<file path="config.mk">
export PLATFORM = sky130hd
export DESIGN_NAME = mid_side_matrix_gain
export DESIGN_NICKNAME = d
export VERILOG_FILES = /design/src/rtl/msmg_pkg.sv /design/src/rtl/msmg_csr.sv /design/src/rtl/msmg_ramp.sv /design/src/rtl/msmg_alu.sv /design/src/rtl/mid_side_matrix_gain.sv
export SDC_FILE = /design/constraint.sdc
export NUM_CORES = 2
export LEC_CHECK = 0
export ABC_AREA = 0
export BUFFER_PORTS_ARGS = -buffer_cell sky130_fd_sc_hd__buf_4
export CORE_UTILIZATION = 38
export DETAILED_ROUTE_END_ITERATION = 7
export GPL_TIMING_DRIVEN = 0
export PLACE_DENSITY = 0.64
export SLEW_MARGIN = 20
export SYNTH_ARGS = -nofsm -noshare
export SYNTH_HDL_FRONTEND = slang
export SYNTH_SLANG_ARGS = --single-unit
export TNS_END_PERCENT = 5
</file>
<file path="constraint.sdc">
create_clock -name clock -period 25.8 [get_ports clock]
set_input_delay 5.16 -clock clock [delete_from_list [all_inputs] [get_ports clock]]
set_output_delay 5.16 -clock clock [all_outputs]
set_load 0.02 [all_outputs]
</file>
<file path="src/rtl/msmg_pkg.sv">
// ----------------------------------------------------------------------------
// msmg_pkg: shared types and constants for the mid/side matrix gain block
// Field widths, register map, mode codes and the shared-unit op codes.
// ----------------------------------------------------------------------------
`default_nettype none

package msmg_pkg;

   // sample and gain formats
   localparam int SAMPLE_W   = 24;
   localparam int GAIN_W     = 24;
   localparam int GAIN_FRAC  = 20;
   localparam int BAL_W      = 18;
   localparam int BAL_FRAC   = 16;
   localparam int BAL_G_W    = BAL_FRAC + 1;    // balance gain 0 .. 1.0 (Q1.16)

   // linear ramp length, a power of two
   localparam int RAMP_LEN_LOG2 = 11;
   localparam int RAMP_LEN      = 1 << RAMP_LEN_LOG2;
   localparam int RAMP_CNT_W    = RAMP_LEN_LOG2 + 1;
   localparam int RAMP_W        = GAIN_W + 1;    // signed, holds gains and balance

   // datapath widths
   localparam int INTER_BITS = SAMPLE_W + 4;     // intermediate clamp +-2^28
   localparam int MUL_X_W    = INTER_BITS + 2;
   localparam int MUL_Y_W    = GAIN_W + 1;
   localparam int ACC_W      = MUL_X_W + MUL_Y_W;
   localparam int PROD_W     = SAMPLE_W + 1 + MUL_Y_W;

   localparam logic [GAIN_W-1:0]  GAIN_ONE = GAIN_W'(1 << GAIN_FRAC);
   localparam logic [BAL_G_W-1:0] BAL_ONE  = BAL_G_W'(1 << BAL_FRAC);

   // register file
   localparam int CSR_AW    = 5;
   localparam int CSR_DW    = 32;
   localparam int CSR_IDX_W = CSR_AW - 2;

   localparam logic [CSR_IDX_W-1:0] REG_MATRIX_MODE = 3'd0;
   localparam logic [CSR_IDX_W-1:0] REG_BYPASS      = 3'd1;
   localparam logic [CSR_IDX_W-1:0] REG_MID_GAIN    = 3'd2;
   localparam logic [CSR_IDX_W-1:0] REG_SIDE_GAIN   = 3'd3;
   localparam logic [CSR_IDX_W-1:0] REG_MID_SOLO    = 3'd4;
   localparam logic [CSR_IDX_W-1:0] REG_SIDE_SOLO   = 3'd5;
   localparam logic [CSR_IDX_W-1:0] REG_BALANCE     = 3'd6;
   localparam logic [CSR_IDX_W-1:0] REG_OUT_GAIN    = 3'd7;

   // matrix modes
   localparam logic [1:0] MODE_LR_RT   = 2'd0;
   localparam logic [1:0] MODE_MS_LR   = 2'd1;
   localparam logic [1:0] MODE_MS_THRU = 2'd2;
   localparam logic [1:0] MODE_RSVD    = 2'd3;

   // shared unit operations
   localparam logic [2:0] ALU_HOLD = 3'd0;
   localparam logic [2:0] ALU_MUL  = 3'd1;
   localparam logic [2:0] ALU_ADD  = 3'd2;
   localparam logic [2:0] ALU_SUB  = 3'd3;
   localparam logic [2:0] ALU_RND  = 3'd4;

   // rounding shift selection
   localparam logic [1:0] RSH_LR   = 2'd0;   // GAIN_FRAC + 1
   localparam logic [1:0] RSH_GAIN = 2'd1;   // GAIN_FRAC
   localparam logic [1:0] RSH_BAL  = 2'd2;   // BAL_FRAC

   // clamp selection after rounding
   localparam logic [1:0] CLAMP_NONE   = 2'd0;
   localparam logic [1:0] CLAMP_INTER  = 2'd1;
   localparam logic [1:0] CLAMP_SAMPLE = 2'd2;

   typedef struct packed {
      logic signed [SAMPLE_W-1:0] in_a;
      logic signed [SAMPLE_W-1:0] in_b;
   } req_type;

   typedef struct packed {
      logic signed [SAMPLE_W-1:0] out_a;
      logic signed [SAMPLE_W-1:0] out_b;
   } rsp_type;

   typedef struct packed {
      logic [1:0]              matrix_mode;
      logic                    bypass_on;
      logic [GAIN_W-1:0]       mid_gain_target;
      logic [GAIN_W-1:0]       side_gain_target;
      logic                    mid_solo_on;
      logic                    side_solo_on;
      logic signed [BAL_W-1:0] balance_target;
      logic [GAIN_W-1:0]       output_gain;
   } cfg_type;

   typedef struct packed {
      logic load;
      logic advance;
   } ramp_ctl_type;

   typedef struct packed {
      logic [2:0] op;
      logic [1:0] rsh;
      logic [1:0] clamp;
   } alu_ctl_type;

endpackage

`default_nettype wire

</file>
<file path="src/rtl/msmg_csr.sv">
// ----------------------------------------------------------------------------
// msmg_csr: configuration registers
// APB-style write/read of the eight control registers, one word each.
// ----------------------------------------------------------------------------
`default_nettype none

module msmg_csr (
   input  logic                               clock,
   input  logic                               reset,
   input  logic                               psel,
   input  logic                               penable,
   input  logic                               pwrite,
   input  logic [msmg_pkg::CSR_AW-1:0]        paddr,
   input  logic [msmg_pkg::CSR_DW-1:0]        pwdata,
   output logic [msmg_pkg::CSR_DW-1:0]        prdata,
   output msmg_pkg::cfg_type                  cfg
);

   localparam int DW = msmg_pkg::CSR_DW;
   localparam int GW = msmg_pkg::GAIN_W;
   localparam int BW = msmg_pkg::BAL_W;

   msmg_pkg::cfg_type                  cfg_ff, cfg_in;
   logic [msmg_pkg::CSR_IDX_W-1:0]     idx;
   logic                               wr_en;

   assign idx   = paddr[msmg_pkg::CSR_AW-1:2];
   assign wr_en = psel & penable & pwrite;
   assign cfg   = cfg_ff;

   always_comb begin
      cfg_in = cfg_ff;
      if (wr_en) begin
         unique case (idx)
            msmg_pkg::REG_MATRIX_MODE: cfg_in.matrix_mode      = pwdata[1:0];
            msmg_pkg::REG_BYPASS:      cfg_in.bypass_on        = pwdata[0];
            msmg_pkg::REG_MID_GAIN:    cfg_in.mid_gain_target  = pwdata[GW-1:0];
            msmg_pkg::REG_SIDE_GAIN:   cfg_in.side_gain_target = pwdata[GW-1:0];
            msmg_pkg::REG_MID_SOLO:    cfg_in.mid_solo_on      = pwdata[0];
            msmg_pkg::REG_SIDE_SOLO:   cfg_in.side_solo_on     = pwdata[0];
            msmg_pkg::REG_BALANCE:     cfg_in.balance_target   = $signed(pwdata[BW-1:0]);
            msmg_pkg::REG_OUT_GAIN:    cfg_in.output_gain      = pwdata[GW-1:0];
            default:                   cfg_in = cfg_ff;
         endcase
      end
   end

   always_comb begin
      unique case (idx)
         msmg_pkg::REG_MATRIX_MODE: prdata = DW'(cfg_ff.matrix_mode);
         msmg_pkg::REG_BYPASS:      prdata = DW'(cfg_ff.bypass_on);
         msmg_pkg::REG_MID_GAIN:    prdata = DW'(cfg_ff.mid_gain_target);
         msmg_pkg::REG_SIDE_GAIN:   prdata = DW'(cfg_ff.side_gain_target);
         msmg_pkg::REG_MID_SOLO:    prdata = DW'(cfg_ff.mid_solo_on);
         msmg_pkg::REG_SIDE_SOLO:   prdata = DW'(cfg_ff.side_solo_on);
         msmg_pkg::REG_BALANCE:     prdata = DW'($signed(cfg_ff.balance_target));
         msmg_pkg::REG_OUT_GAIN:    prdata = DW'(cfg_ff.output_gain);
         default:                   prdata = '0;
      endcase
   end

   always_ff @(posedge clock) begin
      if (reset) begin
         cfg_ff.matrix_mode      <= msmg_pkg::MODE_LR_RT;
         cfg_ff.bypass_on        <= 1'b0;
         cfg_ff.mid_gain_target  <= msmg_pkg::GAIN_ONE;
         cfg_ff.side_gain_target <= msmg_pkg::GAIN_ONE;
         cfg_ff.mid_solo_on      <= 1'b0;
         cfg_ff.side_solo_on     <= 1'b0;
         cfg_ff.balance_target   <= '0;
         cfg_ff.output_gain      <= msmg_pkg::GAIN_ONE;
      end else begin
         cfg_ff <= cfg_in;
      end
   end

endmodule

`default_nettype wire

</file>
<file path="src/rtl/msmg_ramp.sv">
// ----------------------------------------------------------------------------
// msmg_ramp: linear gain ramp
// Takes a new target, then steps toward it once per advance over RAMP_LEN.
// ----------------------------------------------------------------------------
`default_nettype none

module msmg_ramp (
   input  logic                                 clock,
   input  logic                                 reset,
   input  msmg_pkg::ramp_ctl_type               ctl,
   input  logic signed [msmg_pkg::RAMP_W-1:0]   init_value,
   input  logic signed [msmg_pkg::RAMP_W-1:0]   target,
   output logic signed [msmg_pkg::RAMP_W-1:0]   now
);

   localparam int RW = msmg_pkg::RAMP_W;
   localparam int CW = msmg_pkg::RAMP_CNT_W;
   localparam logic [CW-1:0]      LEN_CNT   = CW'(msmg_pkg::RAMP_LEN);
   localparam logic signed [RW:0] LEN_ROUND = (RW+1)'(msmg_pkg::RAMP_LEN - 1);

   logic signed [RW-1:0] now_ff, now_in;
   logic signed [RW-1:0] held_ff, held_in;
   logic signed [RW-1:0] step_ff, step_in;
   logic [CW-1:0]        left_ff, left_in;
   logic signed [RW:0]   diff;
   logic signed [RW:0]   quot;

   assign now = now_ff;

   always_comb begin
      diff    = (RW+1)'(target) - (RW+1)'(now_ff);
      // truncate toward zero
      quot    = diff[RW] ? ((diff + LEN_ROUND) >>> msmg_pkg::RAMP_LEN_LOG2)
                         : (diff >>> msmg_pkg::RAMP_LEN_LOG2);
      now_in  = now_ff;
      held_in = held_ff;
      step_in = step_ff;
      left_in = left_ff;
      if (ctl.load) begin
         if (target != held_ff) begin
            held_in = target;
            left_in = LEN_CNT;
            step_in = $signed(quot[RW-1:0]);
         end
      end else if (ctl.advance && (left_ff != '0)) begin
         left_in = left_ff - 1'b1;
         // last step lands exactly on the target
         if (left_ff == CW'(1)) begin
            now_in = held_ff;
         end else begin
            now_in = now_ff + step_ff;
         end
      end
   end

   always_ff @(posedge clock) begin
      if (reset) begin
         now_ff  <= init_value;
         held_ff <= init_value;
         step_ff <= '0;
         left_ff <= '0;
      end else begin
         now_ff  <= now_in;
         held_ff <= held_in;
         step_ff <= step_in;
         left_ff <= left_in;
      end
   end

endmodule

`default_nettype wire

</file>
<file path="src/rtl/msmg_alu.sv">
// ----------------------------------------------------------------------------
// msmg_alu: shared multiply / add / round unit
// One signed multiplier, one adder and a round-half-away + clamp stage, all
// writing a single accumulator register.
// ----------------------------------------------------------------------------
`default_nettype none

module msmg_alu (
   input  logic                                 clock,
   input  msmg_pkg::alu_ctl_type                ctl,
   input  logic signed [msmg_pkg::MUL_X_W-1:0]  mul_x,
   input  logic signed [msmg_pkg::MUL_Y_W-1:0]  mul_y,
   input  logic signed [msmg_pkg::ACC_W-1:0]    add_p,
   input  logic signed [msmg_pkg::ACC_W-1:0]    add_q,
   output logic signed [msmg_pkg::ACC_W-1:0]    acc
);

   localparam int AW = msmg_pkg::ACC_W;
   localparam int GF = msmg_pkg::GAIN_FRAC;
   localparam int BF = msmg_pkg::BAL_FRAC;

   localparam logic signed [AW-1:0] HALF_LR   = AW'(1) <<< GF;
   localparam logic signed [AW-1:0] HALF_GAIN = AW'(1) <<< (GF - 1);
   localparam logic signed [AW-1:0] HALF_BAL  = AW'(1) <<< (BF - 1);
   localparam logic signed [AW-1:0] INTER_MAX = (AW'(1) <<< msmg_pkg::INTER_BITS) - AW'(1);
   localparam logic signed [AW-1:0] INTER_MIN = ~INTER_MAX;
   localparam logic signed [AW-1:0] SAMP_MAX  =
      (AW'(1) <<< (msmg_pkg::SAMPLE_W - 1)) - AW'(1);
   localparam logic signed [AW-1:0] SAMP_MIN  = ~SAMP_MAX;

   logic signed [AW-1:0] acc_ff, acc_in;
   logic signed [AW-1:0] sgn_v;
   logic signed [AW-1:0] rnd_v;
   logic signed [AW-1:0] sat_v;

   assign acc = acc_ff;

   // round to nearest, ties away from zero: negative values add half minus one
   always_comb begin
      sgn_v = $signed({{(AW-1){1'b0}}, acc_ff[AW-1]});
      case (ctl.rsh)
         msmg_pkg::RSH_LR:   rnd_v = (acc_ff + HALF_LR - sgn_v) >>> (GF + 1);
         msmg_pkg::RSH_GAIN: rnd_v = (acc_ff + HALF_GAIN - sgn_v) >>> GF;
         msmg_pkg::RSH_BAL:  rnd_v = (acc_ff + HALF_BAL - sgn_v) >>> BF;
         default:            rnd_v = acc_ff;
      endcase
   end

   always_comb begin
      case (ctl.clamp)
         msmg_pkg::CLAMP_INTER:
            sat_v = (rnd_v > INTER_MAX) ? INTER_MAX :
                    (rnd_v < INTER_MIN) ? INTER_MIN : rnd_v;
         msmg_pkg::CLAMP_SAMPLE:
            sat_v = (rnd_v > SAMP_MAX) ? SAMP_MAX :
                    (rnd_v < SAMP_MIN) ? SAMP_MIN : rnd_v;
         default:
            sat_v = rnd_v;
      endcase
   end

   always_comb begin
      case (ctl.op)
         msmg_pkg::ALU_MUL: acc_in = mul_x * mul_y;
         msmg_pkg::ALU_ADD: acc_in = add_p + add_q;
         msmg_pkg::ALU_SUB: acc_in = add_p - add_q;
         msmg_pkg::ALU_RND: acc_in = sat_v;
         default:           acc_in = acc_ff;
      endcase
   end

   always_ff @(posedge clock) begin
      acc_ff <= acc_in;
   end

endmodule

`default_nettype wire

</file>
<file path="src/rtl/mid_side_matrix_gain.sv">
// ----------------------------------------------------------------------------
// mid_side_matrix_gain: stereo mid/side matrix with ramped gains
// Sequencer and operand routing around one shared multiply/round unit.
// ----------------------------------------------------------------------------
// Usage:
//  - Request channel (req_valid/req_ready/req_data) takes one stereo frame:
//    L/R in mode 0, M/S in modes 1 and 2. Response channel (rsp_*) returns
//    one saturated stereo frame per request, in order.
//  - Control registers sit on the APB-style port at byte address 4*index;
//    pready is tied high. Write them only while no request is in flight.
//  - A processed frame goes through these steps from acceptance to rsp_valid:
//    load the ramp targets, advance the ramps, two products (mid and side)
//    plus one capture, then per output channel a sum, a round/clamp, the
//    balance product, its rounding, the output-gain product and the final
//    round/saturate, and a hand-over step. req_ready rises in the same
//    cycle as rsp_valid, so a new frame is taken only after the current one
//    has been handed over.
//  - Bypass (or the unused mode 3) copies the input via the hand-over step,
//    and the next frame again waits for hand-over; ramps are left untouched.
//  - The response sits in an output register. If the receiver stalls, a
//    finished frame waits in the sequencer until the register frees up.
//  - Synchronous active-high reset: registers to defaults (unity gains,
//    centered balance, mode 0), ramps idle, both channels empty.
// ----------------------------------------------------------------------------
`default_nettype none

module mid_side_matrix_gain (
   input  logic                                clock,
   input  logic                                reset,
   // request channel
   input  logic                                req_valid,
   output logic                                req_ready,
   input  msmg_pkg::req_type                   req_data,
   // response channel
   output logic                                rsp_valid,
   input  logic                                rsp_ready,
   output msmg_pkg::rsp_type                   rsp_data,
   // configuration port
   input  logic                                psel,
   input  logic                                penable,
   input  logic                                pwrite,
   input  logic [msmg_pkg::CSR_AW-1:0]         paddr,
   input  logic [msmg_pkg::CSR_DW-1:0]         pwdata,
   output logic [msmg_pkg::CSR_DW-1:0]         prdata,
   output logic                                pready
);

   localparam int SW  = msmg_pkg::SAMPLE_W;
   localparam int SW1 = SW + 1;
   localparam int RW  = msmg_pkg::RAMP_W;
   localparam int XW  = msmg_pkg::MUL_X_W;
   localparam int YW  = msmg_pkg::MUL_Y_W;
   localparam int AW  = msmg_pkg::ACC_W;
   localparam int PW  = msmg_pkg::PROD_W;
   localparam int BGW = msmg_pkg::BAL_G_W;

   localparam logic signed [RW-1:0] BAL_MAX  = RW'(1 << msmg_pkg::BAL_FRAC);
   localparam logic signed [RW-1:0] BAL_MIN  = -BAL_MAX;
   localparam logic signed [RW-1:0] GAIN_INIT = $signed({1'b0, msmg_pkg::GAIN_ONE});

   // sequencer states
   localparam logic [3:0] S_IDLE = 4'd0;
   localparam logic [3:0] S_SET  = 4'd1;   // take ramp targets
   localparam logic [3:0] S_ADV  = 4'd2;   // advance ramps
   localparam logic [3:0] S_MULM = 4'd3;   // mid product
   localparam logic [3:0] S_MULS = 4'd4;   // side product, latch mid
   localparam logic [3:0] S_CAPS = 4'd5;   // latch side
   localparam logic [3:0] S_SUM  = 4'd6;   // matrix sum/difference
   localparam logic [3:0] S_RND1 = 4'd7;   // round, intermediate clamp
   localparam logic [3:0] S_MBAL = 4'd8;   // balance product
   localparam logic [3:0] S_RND2 = 4'd9;
   localparam logic [3:0] S_MOUT = 4'd10;  // output gain product
   localparam logic [3:0] S_RND3 = 4'd11;  // round, saturate to sample
   localparam logic [3:0] S_DONE = 4'd12;  // hand over to output register

   logic [3:0]             state_ff, state_in;
   logic                   ch_ff, ch_in;          // 0: out_a, 1: out_b
   msmg_pkg::req_type      in_ff, in_in;
   logic signed [PW-1:0]   pm_ff, pm_in;
   logic signed [PW-1:0]   ps_ff, ps_in;
   logic signed [SW-1:0]   res_a_ff, res_a_in;
   logic                   rsp_valid_ff, rsp_valid_in;
   msmg_pkg::rsp_type      rsp_data_ff, rsp_data_in;

   msmg_pkg::cfg_type      cfg;
   msmg_pkg::ramp_ctl_type ms_ctl, bal_ctl;
   msmg_pkg::alu_ctl_type  alu_ctl;

   logic                   bypass_path;
   logic                   thru;
   logic                   lr_mode;
   logic                   out_free;
   logic signed [RW-1:0]   gm_tgt, gs_tgt, bal_tgt;
   logic signed [RW-1:0]   gm_now, gs_now, bal_now;
   logic [BGW-1:0]         lg, rg, bal_g;
   logic signed [SW1-1:0]  sum_ab, dif_ab;
   logic signed [XW-1:0]   mul_x;
   logic signed [YW-1:0]   mul_y;
   logic signed [AW-1:0]   add_p, add_q;
   logic signed [AW-1:0]   acc;

   // ------------------------------------------------------------------
   // configuration
   // ------------------------------------------------------------------
   msmg_csr u_csr (
      .clock   (clock),
      .reset   (reset),
      .psel    (psel),
      .penable (penable),
      .pwrite  (pwrite),
      .paddr   (paddr),
      .pwdata  (pwdata),
      .prdata  (prdata),
      .cfg     (cfg)
   );

   assign pready = 1'b1;

   assign bypass_path = cfg.bypass_on || (cfg.matrix_mode == msmg_pkg::MODE_RSVD);
   assign thru        = (cfg.matrix_mode == msmg_pkg::MODE_MS_THRU);
   assign lr_mode     = (cfg.matrix_mode == msmg_pkg::MODE_LR_RT);

   // ------------------------------------------------------------------
   // effective targets: a lone solo mutes the other path; balance clamps
   // to +-1.0
   // ------------------------------------------------------------------
   always_comb begin
      gm_tgt  = $signed({1'b0, cfg.mid_gain_target});
      gs_tgt  = $signed({1'b0, cfg.side_gain_target});
      if (cfg.mid_solo_on && !cfg.side_solo_on) begin
         gs_tgt = '0;
      end else if (cfg.side_solo_on && !cfg.mid_solo_on) begin
         gm_tgt = '0;
      end
      bal_tgt = RW'($signed(cfg.balance_target));
      if (bal_tgt > BAL_MAX) begin
         bal_tgt = BAL_MAX;
      end else if (bal_tgt < BAL_MIN) begin
         bal_tgt = BAL_MIN;
      end
   end

   // mid/side ramps run in every processing mode; balance is frozen in
   // through mode
   assign ms_ctl.load     = (state_ff == S_SET);
   assign ms_ctl.advance  = (state_ff == S_ADV);
   assign bal_ctl.load    = (state_ff == S_SET) && !thru;
   assign bal_ctl.advance = (state_ff == S_ADV) && !thru;

   msmg_ramp u_mid_ramp (
      .clock      (clock),
      .reset      (reset),
      .ctl        (ms_ctl),
      .init_value (GAIN_INIT),
      .target     (gm_tgt),
      .now        (gm_now)
   );

   msmg_ramp u_side_ramp (
      .clock      (clock),
      .reset      (reset),
      .ctl        (ms_ctl),
      .init_value (GAIN_INIT),
      .target     (gs_tgt),
      .now        (gs_now)
   );

   msmg_ramp u_bal_ramp (
      .clock      (clock),
      .reset      (reset),
      .ctl        (bal_ctl),
      .init_value ('0),
      .target     (bal_tgt),
      .now        (bal_now)
   );

   // balance gain: negative balance pulls the right side down, positive
   // the left; through mode leaves both at unity
   always_comb begin
      lg = msmg_pkg::BAL_ONE;
      rg = msmg_pkg::BAL_ONE;
      if (!thru) begin
         if (bal_now[RW-1]) begin
            rg = BGW'(BAL_MAX + bal_now);
         end else if (bal_now != '0) begin
            lg = BGW'(BAL_MAX - bal_now);
         end
      end
      bal_g = ch_ff ? rg : lg;
   end

   // ------------------------------------------------------------------
   // operand routing into the shared unit
   // ------------------------------------------------------------------
   assign sum_ab = SW1'(in_ff.in_a) + SW1'(in_ff.in_b);
   assign dif_ab = SW1'(in_ff.in_a) - SW1'(in_ff.in_b);

   always_comb begin
      unique case (state_ff)
         S_MULM:  mul_x = XW'(lr_mode ? sum_ab : SW1'(in_ff.in_a));
         S_MULS:  mul_x = XW'(lr_mode ? dif_ab : SW1'(in_ff.in_b));
         default: mul_x = $signed(acc[XW-1:0]);   // clamped value fits
      endcase
      unique case (state_ff)
         S_MULM:  mul_y = YW'(gm_now);
         S_MULS:  mul_y = YW'(gs_now);
         S_MBAL:  mul_y = $signed({{(YW-BGW){1'b0}}, bal_g});
         default: mul_y = $signed({1'b0, cfg.output_gain});
      endcase
   end

   // matrix: A = M + S, B = M - S; through mode passes M and S apart
   assign add_p = AW'((thru && ch_ff) ? ps_ff : pm_ff);
   assign add_q = thru ? '0 : AW'(ps_ff);

   always_comb begin
      alu_ctl.op    = msmg_pkg::ALU_HOLD;
      alu_ctl.rsh   = msmg_pkg::RSH_GAIN;
      alu_ctl.clamp = msmg_pkg::CLAMP_NONE;
      unique case (state_ff) inside
         S_MULM, S_MULS, S_MBAL, S_MOUT: begin
            alu_ctl.op = msmg_pkg::ALU_MUL;
         end
         S_SUM: begin
            alu_ctl.op = (!thru && ch_ff) ? msmg_pkg::ALU_SUB : msmg_pkg::ALU_ADD;
         end
         S_RND1: begin
            alu_ctl.op    = msmg_pkg::ALU_RND;
            alu_ctl.rsh   = lr_mode ? msmg_pkg::RSH_LR : msmg_pkg::RSH_GAIN;
            alu_ctl.clamp = msmg_pkg::CLAMP_INTER;
         end
         S_RND2: begin
            alu_ctl.op  = msmg_pkg::ALU_RND;
            alu_ctl.rsh = msmg_pkg::RSH_BAL;
         end
         S_RND3: begin
            alu_ctl.op    = msmg_pkg::ALU_RND;
            alu_ctl.clamp = msmg_pkg::CLAMP_SAMPLE;
         end
         default: begin
            alu_ctl.op = msmg_pkg::ALU_HOLD;
         end
      endcase
   end

   msmg_alu u_alu (
      .clock (clock),
      .ctl   (alu_ctl),
      .mul_x (mul_x),
      .mul_y (mul_y),
      .add_p (add_p),
      .add_q (add_q),
      .acc   (acc)
   );

   // ------------------------------------------------------------------
   // sequencer
   // ------------------------------------------------------------------
   assign out_free = !rsp_valid_ff || rsp_ready;

   always_comb begin
      state_in = state_ff;
      ch_in    = ch_ff;
      unique case (state_ff)
         S_IDLE: begin
            if (req_valid) begin
               state_in = bypass_path ? S_DONE : S_SET;
            end
         end
         S_SET:  state_in = S_ADV;
         S_ADV:  state_in = S_MULM;
         S_MULM: state_in = S_MULS;
         S_MULS: state_in = S_CAPS;
         S_CAPS: state_in = S_SUM;
         S_SUM:  state_in = S_RND1;
         S_RND1: state_in = S_MBAL;
         S_MBAL: state_in = S_RND2;
         S_RND2: state_in = S_MOUT;
         S_MOUT: state_in = S_RND3;
         S_RND3: begin
            if (ch_ff) begin
               state_in = S_DONE;
            end else begin
               state_in = S_SUM;
               ch_in    = 1'b1;
            end
         end
         S_DONE: begin
            if (out_free) begin
               state_in = S_IDLE;
               ch_in    = 1'b0;
            end
         end
         default: begin
            state_in = S_IDLE;
            ch_in    = 1'b0;
         end
      endcase
   end

   // payload captures
   always_comb begin
      in_in       = in_ff;
      pm_in       = pm_ff;
      ps_in       = ps_ff;
      res_a_in    = res_a_ff;
      rsp_data_in = rsp_data_ff;
      if ((state_ff == S_IDLE) && req_valid) begin
         in_in = req_data;
      end
      if (state_ff == S_MULS) begin
         pm_in = $signed(acc[PW-1:0]);
      end
      if (state_ff == S_CAPS) begin
         ps_in = $signed(acc[PW-1:0]);
      end
      // channel A result is still in the accumulator when B starts
      if ((state_ff == S_SUM) && ch_ff) begin
         res_a_in = $signed(acc[SW-1:0]);
      end
      if ((state_ff == S_DONE) && out_free) begin
         if (bypass_path) begin
            rsp_data_in.out_a = in_ff.in_a;
            rsp_data_in.out_b = in_ff.in_b;
         end else begin
            rsp_data_in.out_a = res_a_ff;
            rsp_data_in.out_b = $signed(acc[SW-1:0]);
         end
      end
   end

   always_comb begin
      rsp_valid_in = rsp_valid_ff;
      if ((state_ff == S_DONE) && out_free) begin
         rsp_valid_in = 1'b1;
      end else if (rsp_ready) begin
         rsp_valid_in = 1'b0;
      end
   end

   always_ff @(posedge clock) begin
      if (reset) begin
         state_ff     <= S_IDLE;
         ch_ff        <= 1'b0;
         rsp_valid_ff <= 1'b0;
      end else begin
         state_ff     <= state_in;
         ch_ff        <= ch_in;
         rsp_valid_ff <= rsp_valid_in;
      end
   end

   always_ff @(posedge clock) begin
      in_ff       <= in_in;
      pm_ff       <= pm_in;
      ps_ff       <= ps_in;
      res_a_ff    <= res_a_in;
      rsp_data_ff <= rsp_data_in;
   end

   assign req_ready = (state_ff == S_IDLE);
   assign rsp_valid = rsp_valid_ff;
   assign rsp_data  = rsp_data_ff;

   // ------------------------------------------------------------------
   // checks
   // ------------------------------------------------------------------
   a_rsp_from_done: assert property (@(posedge clock) disable iff (reset)
      $rose(rsp_valid_ff) |-> ($past(state_ff) == S_DONE))
      else $error("response raised outside hand-over state");

   a_accept_leaves_idle: assert property (@(posedge clock) disable iff (reset)
      (req_valid && req_ready) |=> (state_ff != S_IDLE))
      else $error("accepted request did not start the sequencer");

   a_idle_channel_a: assert property (@(posedge clock) disable iff (reset)
      (state_ff == S_IDLE) |-> !ch_ff)
      else $error("channel select not cleared between requests");

   a_done_holds: assert property (@(posedge clock) disable iff (reset)
      ((state_ff == S_DONE) && rsp_valid_ff && !rsp_ready) |=> (state_ff == S_DONE))
      else $error("finished frame dropped while output register full");

endmodule

`default_nettype wire
</file>
Yosys cells after proc, flatten, opt, wreduce, memory -nomap -nowiden
Index checks and enable logic that the tools add are counted.
- flip-flop bits (word level): 637
- bits in latches: 0
- RAM bits: 0
- ROM bits: 0
- bits of input ports: 92
- output and inout bits: 83
- word-level logic and storage cells: 215
- memories: 0
- add/sub/neg operators: 24
- multiply operators: 1
- div/mod/pow operators: 0
- $lt $le $gt $ge: 6
- eq/ne operators: 40
- shift-type cells: 0
- mux-type cells: 55
- bitwise operators: 5
- reductions and logical operators: 53
- operator list (kind ; number):
    55-bit 2-to-1 mux ; 6
    32-bit case mux with 8 select lines ; 1
    55-bit case mux with 4 select lines ; 1
    25-bit 2-to-1 mux ; 8
    55-bit case mux with 3 select lines ; 1
    55-bit by 2-bit subtractor with 55-bit output ; 3
    55-bit case mux with 2 select lines ; 1
    12-bit 2-to-1 mux ; 9
    17-bit 2-to-1 mux ; 6
    26-bit by 12-bit adder with 26-bit output (second input constant) ; 3
    25-bit by 25-bit subtractor with 26-bit output ; 3
    25-bit adder ; 3
    25-bit != test ; 3
    25-bit case mux with 3 select lines ; 1
    24-bit 2-to-1 mux ; 3
    30-bit 2-to-1 mux ; 2
    30-bit case mux with 2 select lines ; 1
    55-bit by 17-bit adder with 55-bit output (second input constant) ; 1
    55-bit by 21-bit adder with 55-bit output (second input constant) ; 1
    55-bit by 22-bit adder with 55-bit output (second input constant) ; 1
    55-bit adder ; 1
    55-bit by 24-bit greater-than comparator with 1-bit output (second input constant) ; 1
    55-bit by 29-bit greater-than comparator with 1-bit output (second input constant) ; 1
    55-bit by 24-bit less-than comparator with 1-bit output (second input constant) ; 1
    45 further kinds ; 122

Depth between registers and ports, before layout
- word-level depth: 10
- gate-level depth with buffers: 48

Hierarchy
Synthesis repeated with hierarchy kept, for this count alone.
- cell total of the unflattened synthesis: 8895
- area total of the unflattened synthesis: 78375.2 um^2
- modules (own cells, without submodules) (module ; times used ; cells an instance ; area each (um^2) ; seq. area each (um^2)):
    msmg_alu ; 1 ; 4842 ; 40505.1 ; 1651.6
    mid_side_matrix_gain ; 1 ; 1258 ; 13351.6 ; 6726.5
    msmg_ramp at u_bal_ramp ; 1 ; 778 ; 6797.8 ; 2042.0
    msmg_ramp at u_mid_ramp ; 1 ; 781 ; 6790.3 ; 2042.0
    msmg_ramp at u_side_ramp ; 1 ; 729 ; 6683.9 ; 2042.0
    msmg_csr ; 1 ; 507 ; 4246.6 ; 1901.8

Worst setup path before layout
No wires, ideal clock.
- kind: in2out
- start: input port paddr[4] (netlist name)
- end: output port prdata[25] (netlist name)
- arrival: 6493 ps
- required time: 20640 ps
- path slack: 14147 ps
- cell stages on the path: 6
- path through: clkbuf_1 > nand2_1 > nor2_1 > nand2_1 > inv_1 > buf_4
- cells in the longest elaborated chain, start to end: 2
- elaborated cells on any way between the ends: 9
- those cells by class: eq/ne: 7; mux: 1; reduce/logical: 1
- RTL lines (element ; line ; text):
    start: declaration ; mid_side_matrix_gain.sv:42 ; input logic [msmg_pkg::CSR_AW-1:0] paddr,
    3-bit equality test (tied with other cells) ; msmg_csr.sv:49 ; unique case (idx)
    32-bit case mux with 8 select lines * ; msmg_csr.sv:49 ;
    end: declaration ; mid_side_matrix_gain.sv:44 ; output logic [msmg_pkg::CSR_DW-1:0] prdata,
Every way passes the cells marked *; elsewhere a longest branch is shown, timed or not.

Worst setup path in the final report
- start: register in_ff[24] (netlist name)
- end: register u_alu.acc_ff[53] (netlist: u_alu.acc[53]), data pin
- cells in the longest elaborated chain, start to end: 5
- elaborated cells on any way between the ends: 7
- those cells by class: add/sub: 2; mul: 1; mux: 4
- RTL lines (element ; line ; text):
    start: declaration ; mid_side_matrix_gain.sv:78 ; msmg_pkg::req_type in_ff, in_in;
    start signal: assignment ; mid_side_matrix_gain.sv:354 ; in_ff <= in_in;
    24-bit by 24-bit subtractor with 25-bit output / 24-bit by 24-bit adder with 25-bit output (equally long branches) ; mid_side_matrix_gain.sv:196, mid_side_matrix_gain.sv:195 ;
    30-bit 2-to-1 mux, on equally long branches ; mid_side_matrix_gain.sv:201, mid_side_matrix_gain.sv:200 ;
    30-bit case mux with 2 select lines * ; mid_side_matrix_gain.sv:199 ; unique case (state_ff)
    30-bit by 25-bit multiplier with 55-bit output * ; msmg_alu.sv:64 ; msmg_pkg::ALU_MUL: acc_in = mul_x * mul_y;
    55-bit case mux with 4 select lines * ; msmg_alu.sv:63 ; case (ctl.op)
    net u_alu.acc_in[53] ; msmg_alu.sv:31 ; logic signed [AW-1:0] acc_ff, acc_in;
    end signal: assignment ; msmg_alu.sv:73 ; acc_ff <= acc_in;
    end: declaration ; msmg_alu.sv:31 ;
Mark *: on every way through the listed nets, which the timed path passes. The rest lies on a longest branch.
A chain may end at the register's enable or synchronous reset.

==> metrics.md <==
| Metric | Value |
|---|---|
| Outcome | finished, violations left |
| Failing checks | DRC |
| Share of synthesized registers carrying an async set or reset | 0% |
| Critical path startpoint | in_ff[24] |
| Yosys warning total | 0 |
| Dpl ws | 10.58 ns |
| CTS Buf Count | 71 |
| Area Overhead vs Synth | 10.2% |
| Clock Latency Late Sink | 0.71 ns |
| Most frequent cell after synthesis | inv_1 |
| CTS sink count | 598 |
| Core footprint | 0.191 mm² |
| GRT Total Usage | 31.7% |
| CP Capture Type | flip-flop |
| Die extent in y | 441 µm |
| Met3 wire length | 25900 µm |
| Synth area leaders | fa_1 21%, edfxtp_1 11%, dfxtp_1 8.8%, ha_1 8.0%, inv_1 5.7% |
| Crit path buf inv count | 9 |
| Port Buffers | 162 |
| Slew Limit Fails | 0 |
| Hold Buf Count CTS | 0 |
| Non-Filler Instances | 11600 |
| Unrepaired setup endpoints after global routing | false |
| Hold/Removal Path Class | reg -> reg |
| Most common flop cell mapped by yosys | dfxtp_1 |
| Pleak | 35.2 nW |
| Placed insts | 11400 |
| MaxCap Viol Count | 0 |
| Crit Path Max Fanout | 12 |
| CTS tree | done |
| Fill count | 19300 |
| Gpl congestion | 1.04 |
| Min-delay src | u_side_ramp.left_ff[5] |
| Ports | 175 |
| Hold Violations, Final | 0 |
| Routed vias | 67900 |
| Critical R2R Launch | in_ff[24] |
| Synth top area share | 21.4% |
| Yosys reg bits | 598 |
| Number of remaining DRC errors | 1 |
| Power Dens Cells | 136 mW/mm² |
| Mapped Nets | 10100 |
| Worst-Margin Slew | 1.28 ns |
| # resized after CTS | 0 |
| Top layer in use | met5 |
| H-tree levels | 3 |
| Yosys top cell by area | fa_1 |
| Largest net degree at the start of global routing | 49 |
| Final Cell Area | 0.0808 mm² |
| Mean number of vias per cell | 5.87 |
| Initial Util | 38.4% |
| Setup ws final | 10.54 ns |
| Clock transition at path regs | 0.06 ns |
| EDFF count, synth | 275 |
| Period minus WS final | 15.26 ns |
| Post-Syn Area | 0.0733 mm² |
| Max incr delay on CP | 1.21 ns |
| Initial antenna violation count | 21 |
| First-pass GRT wire length | 452000 µm |
| Fmax | 65.5 MHz |
| Antenna Violating Nets Remaining | 0 |
| Top Family by Delay on Critical Path | compound AO/OA/AOI/OAI gates |
| Routed len/inst | 27.1 µm |
| Nets@finish | 10400 |
| First-pass iteration count of the detailed router | 8 |
| Worst EP required | 26.18 ns |
| Std cell rows | 160 |
| Post-DP Area | 0.0784 mm² |
| WP data arrival | 15.64 ns |
| Worst rel slew slack | 15.0% |
| Slowest cell on the critical path | fa_1 |
| Crit Path Class | reg -> reg |
| Cell variety after synth | 122 |
| Metal1 wirelength | 119000 µm |
| Peak supply drop | 0.146 mV |
| Die X | 441 µm |
| Die area | 0.195 mm² |
| Setup Skew | 0.0540 ns |
| Startpoint class of the critical path | flip-flop |
| Metal2 WL | 143000 µm |
| Vias in the first global route | 67100 |
| Total wire length | 313000 µm |
| CTS Buffer Depth | 3 |
| Final setup viols | 0 |
| Syn Inst Count | 8737 |
| GR Overflow Total | 0 |
| CTS root buf | clkbuf_16 |
| Share of cells above drive strength 1 | 6.58% |
| Top cells by count, synth | 1119 x inv_1, 1079 x nand2_1, 848 x nor2_1 |
| Setup TNS | 0 ns |
| Syn avg cell area | 8.39 µm² |
| Period utilisation layout | 59.1% |
| Post-synthesis sequential area ratio | 20.1% |
| Setup Buffers After CTS | 0 |
| Drt initial violations | 6619 |
| Hpwl dp | 260000 µm |
[metal layers]
layer	vias to the layer above	global-route usage, %
li1	30000	-
met1	33600	38.1
met2	3400	51.4
met3	931	5.92
met4	24	21.5
met5	-	0
[through the flow]
stage                     hold WS (ns)  power, mW  util (%)
after floorplan                  0.429       6.59         -
after global placement           0.453       9.49      40.7
after detailed placement         0.464       9.60      41.1
after CTS                        0.472       10.7      42.3
after global routing             0.494       11.5      42.3
final                            0.473       11.0      42.3
[state kept, by name, indices dropped and copies added (netlist names), 18 cells and up]
| register | flops |
|---|---|
| u_alu.acc | 55 |
| u_side_ramp.now | 25 |
| u_side_ramp.held_ff | 24 |
| u_bal_ramp.now | 25 |
| rsp_data | 48 |
| u_mid_ramp.held_ff | 24 |
| u_mid_ramp.now | 25 |
| ps_ff | 50 |
| res_a_ff | 24 |
| pm_ff | 50 |
| u_csr.cfg | 95 |
| in_ff | 48 |
| u_bal_ramp.held_ff | 18 |
[area by class of cell]
cell class | instances | area [µm²] | share of cell area (%)
timing repair buffer | 200 | 1660 | 2.06
multi-input combinational | 6601 | 52900 | 65.5
buffer | 415 | 1730 | 2.14
sequential | 598 | 14700 | 18.2
clock buffer | 91 | 1910 | 2.37
antenna | 9 | 22.5 | 0.0279
clock inverter | 35 | 438 | 0.542
inverter | 1123 | 4220 | 5.22
tap | 2511 | 3140 | 3.89
[path summary, 6_finish.rpt]
check / endpoint / slack (ns) / cells after the start
max: u_alu.acc[53] / 10.54 / 42
min: u_side_ramp.left_ff[5] / 0.47 / 2
max reg2reg: u_alu.acc[53] / 10.54 / 42
min reg2reg: u_side_ramp.left_ff[5] / 0.47 / 2
[cells in the final DEF (no fill, tap or decap), drive strengths merged, types with 275 or more instances in the layout]
master and instances:
o21ai 359, nor2 850, edfxtp 275, dfxtp 323, buf 297, clkbuf 409
inv 1127, ha 471, fa 783, a21oi 563, nand2 1086, xnor2 303
[worst register-to-register path: cells and delay by family, from the launching register on]
family / cells / cell delay (ns)
buf+inv: 9 / 2.25
flops: 1 / 0.50
compound gates: 19 / 5.57
xor+xnor: 1 / 0.52
fa+ha+maj: 9 / 5.03
simple gates: 4 / 1.12
[power breakdown]
| part | total, mW | leakage [nW] | internal, mW | switching (mW) |
|---|---|---|---|---|
| Combinational | 8.38 | 28.9 | 2.81 | 5.57 |
| Sequential | 1.52 | 5.14 | 1.23 | 0.288 |
| Clock | 1.06 | 1.15 | 0.602 | 0.455 |
[cell families (layout without fill, tap and decap cells)]
logic type      Yosys count  in the layout  synth area share, %
simple gates           2811           2811                 17.3
compound gates         1909           1909                 17.2
buf+inv                1538           1864                 8.11
fa+ha+maj              1254           1254                 29.4
flops                   598            598                 20.1
xor+xnor                463            463                 5.53
mux                     163            163                 2.37
other cells               1             10              0.00512
No activity file was read; power rests on OpenSTA's default activity.
